--- src/hdl/fete_pkg.sv ---
`default_nettype none

package fete_pkg;

    // table store geometry
    localparam int TABLE_BYTES = 16384;
    localparam int ADDR_W      = $clog2(TABLE_BYTES);
    localparam int LANES       = 4;
    localparam int ROWS        = TABLE_BYTES / LANES;
    localparam int ROW_W       = ADDR_W - 2;
    localparam int BOFF_W      = 30;
    localparam logic [BOFF_W:0] TABLE_END = (BOFF_W + 1)'(TABLE_BYTES);

    // field widths
    localparam int FUNC_W      = 2;
    localparam int CLUSTER_W   = 28;
    localparam int VALUE_W     = 32;
    localparam int BADDR_W     = 14;
    localparam int BYTE_W      = 8;
    localparam int SECTOR_W    = 32;
    localparam int OFFSET_W    = 12;
    localparam int CFG_INDEX_W = 3;
    localparam int CFG_DATA_W  = 28;
    localparam int BASE_SUM_W  = 29;

    // operation codes
    localparam logic [FUNC_W-1:0] FUNC_LOAD   = 2'd0;
    localparam logic [FUNC_W-1:0] FUNC_READ   = 2'd1;
    localparam logic [FUNC_W-1:0] FUNC_LOOKUP = 2'd2;
    localparam logic [FUNC_W-1:0] FUNC_MARK   = 2'd3;

    // configuration register indexes
    localparam logic [CFG_INDEX_W-1:0] CFG_ENTRY_FORMAT   = 3'd0;
    localparam logic [CFG_INDEX_W-1:0] CFG_SECTOR_LOG2    = 3'd1;
    localparam logic [CFG_INDEX_W-1:0] CFG_RESERVED_SECS  = 3'd2;
    localparam logic [CFG_INDEX_W-1:0] CFG_TABLE_LEN      = 3'd3;
    localparam logic [CFG_INDEX_W-1:0] CFG_ACTIVE_TABLE   = 3'd4;
    localparam logic [CFG_INDEX_W-1:0] CFG_CLUSTER_TOTAL  = 3'd5;

    // entry codes and masks
    localparam logic [CLUSTER_W-1:0] EOF_FIRST        = 28'h0ffffff8;
    localparam logic [15:0]          FAT16_END_MIN    = 16'hfff8;
    localparam logic [CLUSTER_W-1:0] FAT16_WIDEN      = 28'h0fff0000;
    localparam logic [11:0]          FAT12_END_MIN    = 12'hff8;
    localparam logic [CLUSTER_W-1:0] FAT12_WIDEN      = 28'h0ffff000;
    localparam logic [31:0]          FAT32_KEEP       = 32'hf0000000;
    localparam logic [31:0]          FAT32_ENTRY_MASK = 32'h0fffffff;
    localparam logic [15:0]          FAT12_KEEP_ODD   = 16'h000f;
    localparam logic [15:0]          FAT12_KEEP_EVEN  = 16'hf000;
    localparam logic [11:0]          FAT12_ENTRY_MASK = 12'hfff;

    typedef enum logic [1:0] {
        FMT_12,
        FMT_16,
        FMT_32
    } fmt_t;

    typedef enum logic [2:0] {
        PLAN_LOAD,
        PLAN_READ,
        PLAN_EOF,
        PLAN_REJECT,
        PLAN_LOOKUP,
        PLAN_MARK,
        PLAN_NOFIT
    } plan_t;

    typedef enum logic {
        ST_IDLE,
        ST_EXEC
    } state_t;

    typedef struct packed {
        plan_t              plan;
        logic [BOFF_W-1:0]  base;
        fmt_t               fmt;
        logic               odd;
    } entry_map_t;

    typedef struct packed {
        logic                  en;
        logic [ADDR_W-1:0]     base;
        logic [LANES-1:0]      mask;
        logic [LANES*8-1:0]    word;
    } store_wr_t;

endpackage

`default_nettype wire

--- src/hdl/fete_entry_map.sv ---
`default_nettype none

module fete_entry_map (
    input  wire logic [fete_pkg::FUNC_W-1:0]    func,
    input  wire logic [fete_pkg::CLUSTER_W-1:0] cluster,
    input  wire logic [fete_pkg::BADDR_W-1:0]   byte_address,
    input  wire fete_pkg::fmt_t                 fmt,
    input  wire logic [fete_pkg::CLUSTER_W-1:0] cluster_total,
    output fete_pkg::entry_map_t                map
);

    import fete_pkg::*;

    logic [BOFF_W-1:0] boff;
    logic [BOFF_W:0]   entry_end;
    logic [BOFF_W:0]   addr_ext;
    logic              addr_bad;
    logic              fit_bad;
    logic              cluster_bad;
    plan_t             plan;

    always_comb
    begin
        case (fmt)
            FMT_32:  boff = {cluster, 2'b00};
            FMT_16:  boff = {1'b0, cluster, 1'b0};
            default: boff = BOFF_W'(cluster) + BOFF_W'(cluster[CLUSTER_W-1:1]);
        endcase
    end

    assign entry_end   = {1'b0, boff}
                       + ((fmt == FMT_32) ? (BOFF_W + 1)'(4) : (BOFF_W + 1)'(2));
    assign fit_bad     = entry_end > TABLE_END;
    assign addr_ext    = (BOFF_W + 1)'(byte_address);
    assign addr_bad    = addr_ext >= TABLE_END;
    assign cluster_bad = cluster >= cluster_total;

    always_comb
    begin
        case (func)
            FUNC_LOAD: plan = addr_bad ? PLAN_REJECT : PLAN_LOAD;
            FUNC_READ: plan = addr_bad ? PLAN_REJECT : PLAN_READ;
            FUNC_LOOKUP:
            begin
                if (cluster >= EOF_FIRST)
                    plan = PLAN_EOF;
                else if (cluster_bad)
                    plan = PLAN_REJECT;
                else if (fit_bad)
                    plan = PLAN_NOFIT;
                else
                    plan = PLAN_LOOKUP;
            end
            default:
            begin
                if (cluster_bad)
                    plan = PLAN_REJECT;
                else if (fit_bad)
                    plan = PLAN_NOFIT;
                else
                    plan = PLAN_MARK;
            end
        endcase
    end

    assign map.plan = plan;
    assign map.base = (func == FUNC_LOAD || func == FUNC_READ) ?
                      addr_ext[BOFF_W-1:0] : boff;
    assign map.fmt  = fmt;
    assign map.odd  = cluster[0];

endmodule

`default_nettype wire

--- config.mk ---
export PLATFORM = sky130hd
export DESIGN_NAME = fete_entry_map
export DESIGN_NICKNAME = d
export VERILOG_FILES = /design/src/hdl/fete_pkg.sv /design/src/hdl/fete_entry_map.sv
export SDC_FILE = /design/constraint.sdc
export NUM_CORES = 1
export LEC_CHECK = 0
export ABC_CLOCK_PERIOD_IN_PS = 8600
export BUFFER_PORTS_ARGS = -buffer_cell sky130_fd_sc_hd__buf_4
export CAP_MARGIN = 0
export CORE_MARGIN = 2
export CORE_UTILIZATION = 55
export DETAILED_ROUTE_END_ITERATION = 8
export PLACE_DENSITY_LB_ADDON = 0.12
export SYNTH_ARGS = -nofsm -noshare
export SYNTH_HDL_FRONTEND = slang
export SYNTH_SLANG_ARGS = --single-unit
--- constraint.sdc ---
create_clock -name vclk -period 8.6
set_clock_uncertainty 0.15 [all_clocks]
set_input_delay 0.86 -clock vclk [all_inputs]
set_output_delay 0.86 -clock vclk [all_outputs]
set_load 0.01 [all_outputs]
==> reports/metrics.json, run 1 <==
{
  "layout": {
    "drive_above_1_share_pct": 21.4,
    "n_antenna_cell": 0,
    "flops_and_latches": 0,
    "finish.utilization_pct": 69.1,
    "layout.cells.most_common_list": "113 x buf_4, 61 x ha_1, 53 x a21oi_1",
    "layout.nets": 844,
    "area_added_between_synthesis_and_finish_pct": 19.8,
    "num-clock-buffers": 0,
    "mostFrequentLayoutCell": "buf_4",
    "seqCellArea_um2": 0
  },
  "worst_setup_path": {
    "crit_required_ns": 7.59,
    "cp_slowest_stage_delay_ns": 0.56,
    "worstPathCellList": "buf_4 -> inv_1 -> ha_2 -> buf_4 -> a21oi_1 -> ha_1 -> a21oi_1 -> a311o_1 -> nor4_1 -> o21ai_0 -> a21oi_1 -> nand4_1 -> mux2i_1 -> a31oi_1 -> nor4_2 -> nand4_1 -> o31a_1 -> buf_4",
    "timing.critical_path.max_delay_family": "compound AO/OA/AOI/OAI gates",
    "worst_setup_path_end_kind": "output port",
    "cp.arrival_ns": 5.35,
    "worst-path-max-fanout": 73,
    "cp-start-kind": "primary input",
    "path_buf_inv": 4,
    "critical_path_class": "in -> out",
    "cp_max_stage_cell": "buf_4"
  },
  "sta": {
    "min_period_ns": 6.36,
    "rsz_0062_raised_after_global_routing": "false",
    "report.final.slew_viol_count": 0,
    "max_slew_margin_pct": 39.7,
    "timing.final.crit_share_pct": 74.0,
    "hold_violations": 0,
    "max_freq_ghz": 0.157,
    "finalSetupViolations": 0,
    "tns_ns": 0,
    "worst-slew-pin-transition_ns": 0.899
  },
  "floorplan": {
    "ios": 110,
    "num_rows": 31,
    "coreArea_mm2": 0.00733,
    "height_of_the_die_um": 91.7,
    "initial_utilization_pct": 57.7,
    "floorplan.die_area_mm2": 0.00840,
    "die-width_um": 91.7
  },
  "placed_design": {
    "hpwl_um": 11200,
    "place.gp.congestion": 0.991,
    "port_buffers": 110
  },
  "global_routing": {
    "grtUsageTotal_pct": 32.3,
    "wire_length_of_the_first_global_routing_pass_um": 23200,
    "globalRoute.totalOverflow": 0,
    "first_global_vias": 4799,
    "grt_start_max_net_pins": 74,
    "number_of_antenna_violations_at_the_first_check_in_global_routing": 0
  },
  "logic_synthesis": {
    "share_of_synthesized_area_occupied_by_flip_flops_and_latches_pct": 0,
    "synth_area_mm2": 0.00423,
    "synth_nets": 762,
    "synthesis.instances": 624,
    "synthesis.yosys.warnings": 0,
    "postSynthAreaPerCell_um2": 6.78,
    "synth_cell_type_count": 79
  },
  "pwr": {
    "total_power_uw": 405,
    "switching_power_uw": 235,
    "share_seq_of_total_power_pct": 0,
    "power.density_mw_per_mm2": 79.9,
    "combPwrFrac_pct": 100.0,
    "proportion_of_power_drawn_by_the_clock_network_pct": 0,
    "vdd_drop_max_v": 0.0000411,
    "power_report.internal_total_uw": 169,
    "leakage_uw": 0.00233,
    "power.share.switching_pct": 58.2
  },
  "detailed_routing": {
    "detail_route.iter0.violations": 457,
    "dr_total_vias": 5326,
    "final_antenna_net_count": 0,
    "post-route-drc-count": 0,
    "viasPerCell": 6.63,
    "totalWireLength_um": 14100,
    "detailedRoute.firstPassIterationCount": 5,
    "post_drt_wl_per_cell_um": 17.6
  },
  "clocking": {
    "cts_setup_buffers": 0,
    "holdBufCountCts": 0,
    "post_cts.resized_instances": 0
  },
  "hold_path": {
    "worst_hold_endpoint": "map[1]",
    "holdPathStages": 2,
    "hp-start": "fmt[0]",
    "worstHoldPathType": "in -> out"
  },
  "run_status": {
    "run_status": "completed"
  },
  "run": {
    "drv.max_cap_violation_count": 0
  }
}
[layer usage]
metal | vias to the layer above | share of wire, % | wire length, µm | GRT usage (%)
met3 | 21 | 10 | 1410 | 2.05
met5 | - | 0 | 0 | 0
li1 | 2561 | - | - | -
met2 | 299 | 43 | 6100 | 51.3
met1 | 2445 | 45 | 6400 | 48.0
met4 | 0 | 1.5 | 209 | 6.31
[synth_stat cells (all sizes together) (10+ instances only)]
| master | count | area, µm² |
|---|---|---|
| ha | 62 | 776 |
| a21oi | 54 | 274 |
| o21ai | 48 | 240 |
| nand2 | 47 | 179 |
| inv | 46 | 173 |
| nor2 | 39 | 146 |
| nor3 | 27 | 156 |
| clkbuf | 23 | 86.3 |
| a21o | 22 | 165 |
| nand3 | 17 | 103 |
| a221oi | 15 | 131 |
| nand4 | 14 | 87.6 |
| nor4 | 14 | 115 |
| xnor2 | 13 | 114 |
| a31oi | 11 | 68.8 |
| buf | 10 | 51.3 |
[cell families (layout without fill, tap and decap cells)]
kind of cell    count (synthesis)  after routing  synth area share (%)
compound gates                224            224                  35.9
simple gates                  223            223                  29.9
buf+inv                        81            161                  7.52
fa+ha+maj                      64             64                  19.3
xor+xnor                       17             17                  3.52
mux                            15             15                  3.82
[power groups by stage]
stage | Combinational, µW | Clock (µW) | Sequential, µW
final | 405 | 0 | 0
after global routing | 441 | 0 | 0
after CTS | 394 | 0 | 0
after detailed placement | 392 | 0 | 0
after global placement | 383 | 0 | 0
after floorplan | 264 | 0 | 0
[cell type report]
type | count | area, µm²
fill | 665 | 2270
inverter | 48 | 180
multi-input combinational | 543 | 3910
tap | 99 | 124
timing repair buffer | 113 | 848
[metrics by stage]
stage | hold slack (ns) | setup slack (ns) | instance area (µm²) | std cells
6_report | 1.77 | 2.24 | 5060 | 803
5_1_grt | 1.78 | 1.97 | 5060 | 803
4_1_cts | 1.77 | 2.36 | 5060 | 803
3_5_place_dp | 1.77 | 2.36 | 5060 | 803
3_3_place_gp | 1.77 | 2.59 | 5060 | 803
2_1_floorplan | 1.66 | 2.49 | 4230 | 624
[worst max-delay path by stage]
stage | cells past startpoint | slack, ns | from | end
3_3_place_gp | 19 | 2.59 | fmt[0] | map[34]
3_5_place_dp | 19 | 2.36 | fmt[0] | map[34]
2_1_floorplan | 21 | 2.49 | fmt[0] | map[34]
5_1_grt | 18 | 1.97 | fmt[1] | map[34]
4_1_cts | 19 | 2.36 | fmt[0] | map[34]
6_report | 18 | 2.24 | fmt[0] | map[34]
Power figures use the tool's default switching activity.
==> run 2: changes to the inputs <==
--- a/config.mk
+++ b/config.mk
@@ -5,7 +5,7 @@
 export SDC_FILE = /design/constraint.sdc
 export NUM_CORES = 1
 export LEC_CHECK = 0
-export ABC_CLOCK_PERIOD_IN_PS = 8600
+export ABC_CLOCK_PERIOD_IN_PS = 6140
 export BUFFER_PORTS_ARGS = -buffer_cell sky130_fd_sc_hd__buf_4
 export CAP_MARGIN = 0
 export CORE_MARGIN = 2
==> constraint.sdc (replaced) <==
create_clock -name vclk -period 6.14
set_clock_uncertainty 0.15 [all_clocks]
set_input_delay 0.614 -clock vclk [all_inputs]
set_output_delay 0.614 -clock vclk [all_outputs]
set_load 0.01 [all_outputs]
==> run 2 against run 1 <==
Global-route usage about the same. Die area unchanged. Critical path depth stayed put. Non-clock buffer count rose by 3. Highest routed layer unchanged.
==> reports/metrics.json, run 2 (synthesized netlist as in run 1, its figures left out) <==
{
  "run_status": {
    "run_status": "completed"
  },
  "pwr": {
    "total_power": {"value": 569, "unit": "µW", "change": "+41%"},
    "power.density": {"value": 112, "unit": "mW/mm²", "change": "+40%"},
    "vdd_drop_max": {"value": 0.0000579, "unit": "V", "change": "+41%"},
    "leakage": {"value": 0.00234, "unit": "µW", "change": "+0.62%"}
  },
  "layout": {
    "num-clock-buffers": {"value": 0, "change": "unchanged"},
    "layout.cells.most_common_list": "116 x buf_4, 61 x ha_1, 53 x a21oi_1",
    "fillers": {"value": 627, "change": "-5.7%"},
    "mostFrequentLayoutCell": "buf_4",
    "multiInputGateArea": {"value": 0.00391, "unit": "mm²", "change": "unchanged"},
    "area_added_between_synthesis_and_finish_pct": 20.3,
    "layout.nets": {"value": 847, "change": "+0.36%"},
    "seqCellArea": {"value": 0, "unit": "µm²", "change": "unchanged"},
    "finish.utilization": {"value": 69.4, "unit": "%", "change": "+0.31 points"},
    "drive_above_1_share": {"value": 21.8, "unit": "%", "change": "+0.33 points"},
    "n_antenna_cell": {"value": 0, "change": "unchanged"},
    "flops_and_latches": {"value": 0, "change": "unchanged"}
  },
  "detailed_routing": {
    "totalWireLength": {"value": 14100, "unit": "µm", "change": "-0.14%"},
    "final_antenna_net_count": {"value": 0, "change": "unchanged"},
    "viasPerCell": {"value": 6.58, "change": "-0.78%"},
    "post_drt_wl_per_cell": {"value": 17.5, "unit": "µm", "change": "-0.51%"},
    "detail_route.iter0.violations": {"value": 509, "change": "+11%"},
    "post-route-drc-count": {"value": 0, "change": "unchanged"},
    "detailedRoute.firstPassIterationCount": {"value": 6, "change": "+1"},
    "dr_total_vias": {"value": 5304, "change": "-0.41%"}
  },
  "placed_design": {
    "place.gp.congestion": {"value": 0.956, "change": "-3.5%"},
    "port_buffers": {"value": 110, "change": "unchanged"},
    "hpwl": {"value": 11400, "unit": "µm", "change": "+2.2%"}
  },
  "floorplan": {
    "ios": {"value": 110, "change": "unchanged"},
    "initial_utilization": {"value": 57.7, "unit": "%", "change": "unchanged"},
    "coreArea": {"value": 0.00733, "unit": "mm²", "change": "unchanged"},
    "num_rows": {"value": 31, "change": "unchanged"},
    "floorplan.die_area": {"value": 0.00840, "unit": "mm²", "change": "unchanged"},
    "height_of_the_die": {"value": 91.7, "unit": "µm", "change": "unchanged"},
    "die-width": {"value": 91.7, "unit": "µm", "change": "unchanged"}
  },
  "sta": {
    "min_period_ns": 5.58,
    "rsz_0062_raised_after_global_routing": "false",
    "tns": {"value": 0, "unit": "ns", "change": "unchanged"},
    "hold_violations": {"value": 0, "change": "unchanged"},
    "finalSetupViolations": {"value": 0, "change": "unchanged"},
    "timing.final.crit_share_pct": 90.9,
    "report.final.slew_viol_count": {"value": 0, "change": "unchanged"},
    "max_slew_margin": {"value": 52.2, "unit": "%", "change": "+13 points"},
    "max_freq_ghz": 0.179,
    "worst-slew-pin-transition": {"value": 0.709, "unit": "ns", "change": "-0.190 ns"}
  },
  "global_routing": {
    "globalRoute.totalOverflow": {"value": 0, "change": "unchanged"},
    "grt_start_max_net_pins": {"value": 40, "change": "-46%"},
    "wire_length_of_the_first_global_routing_pass": {"value": 23000, "unit": "µm", "change": "-0.75%"},
    "number_of_antenna_violations_at_the_first_check_in_global_routing": {"value": 0, "change": "unchanged"},
    "first_global_vias": {"value": 4751, "change": "-1.0%"},
    "grtUsageTotal": {"value": 32.3, "unit": "%", "change": "about the same"}
  },
  "clocking": {
    "holdBufCountCts": {"value": 0, "change": "unchanged"},
    "cts_setup_buffers": {"value": 0, "change": "unchanged"},
    "post_cts.resized_instances": {"value": 0, "change": "unchanged"}
  },
  "hold_path": {
    "worstHoldPathType": "in -> out"
  },
  "worst_setup_path": {
    "cp.arrival": {"value": 4.82, "unit": "ns", "change": "-0.53 ns"},
    "worst-path-max-fanout": {"value": 19, "change": "-74%"},
    "worst_setup_path_end_kind": "output port",
    "crit_required": {"value": 5.38, "unit": "ns", "change": "-2.21 ns"},
    "cp-start-kind": "primary input",
    "critical_path_class": "in -> out"
  },
  "run": {
    "drv.max_cap_violation_count": {"value": 0, "change": "unchanged"}
  }
}
run 2: cell count changes in the layout (fill, tap and decap cells not counted):
cell | before | now
buf_4 | 113 | 116
run 2: metrics by stage:
step / instances / hold slack [ns] / worst slack [ns] / cell area, µm²
3_3_place_gp: 806 / 1.28 / 0.740 / 5090
2_1_floorplan: 624 / 1.17 / 0.525 / 4230
4_1_cts: 806 / 1.28 / 0.532 / 5090
5_1_grt: 806 / 1.28 / 0.135 / 5090
6_report: 806 / 1.28 / 0.557 / 5090
3_5_place_dp: 806 / 1.28 / 0.571 / 5090
run 2: final cells by class:
class	instances	share of cell area, %
inverter	48	3.54
multi-input combinational	543	76.9
tap	99	2.43
timing repair buffer	116	17.1
run 2: worst paths after layout:
| kind | to | cells after the start | slack [ns] | from |
|---|---|---|---|---|
| worst min-delay path | map[1] | 2 | 1.28 | fmt[0] |
| worst max-delay path | map[34] | 18 | 0.56 | fmt[1] |
run 2: critical path, cell delays in order:
cell	delay (ns)
buf_4	0.12
ha_2	0.52
clkinv_1	0.16
o21ai_0	0.26
ha_1	0.24
fa_1	0.24
nand2_1	0.08
a31o_2	0.22
nor4_2	0.16
o21ai_0	0.24
a21oi_1	0.39
nand3_4	0.15
nor4_4	0.35
a31oi_1	0.16
nor4_2	0.29
nand4_1	0.14
o31a_1	0.32
buf_4	0.14
run 2: routing by layer:
metal	global-route usage, %	wire length, µm	up-vias
met5	0	0	-
met4	6.06	193	0
met3	1.48	1440	19
met2	53.6	6330	298
met1	46.5	6140	2425
li1	-	-	2562
run 2: power breakdown:
part | internal [µW] | total, µW | leakage, µW | switching [µW]
sequential | 0 | 0 | 0 | 0
combinational | 240 | 569 | 0.00234 | 329
clock | 0 | 0 | 0 | 0
total | 240 | 569 | 0.00234 | 329
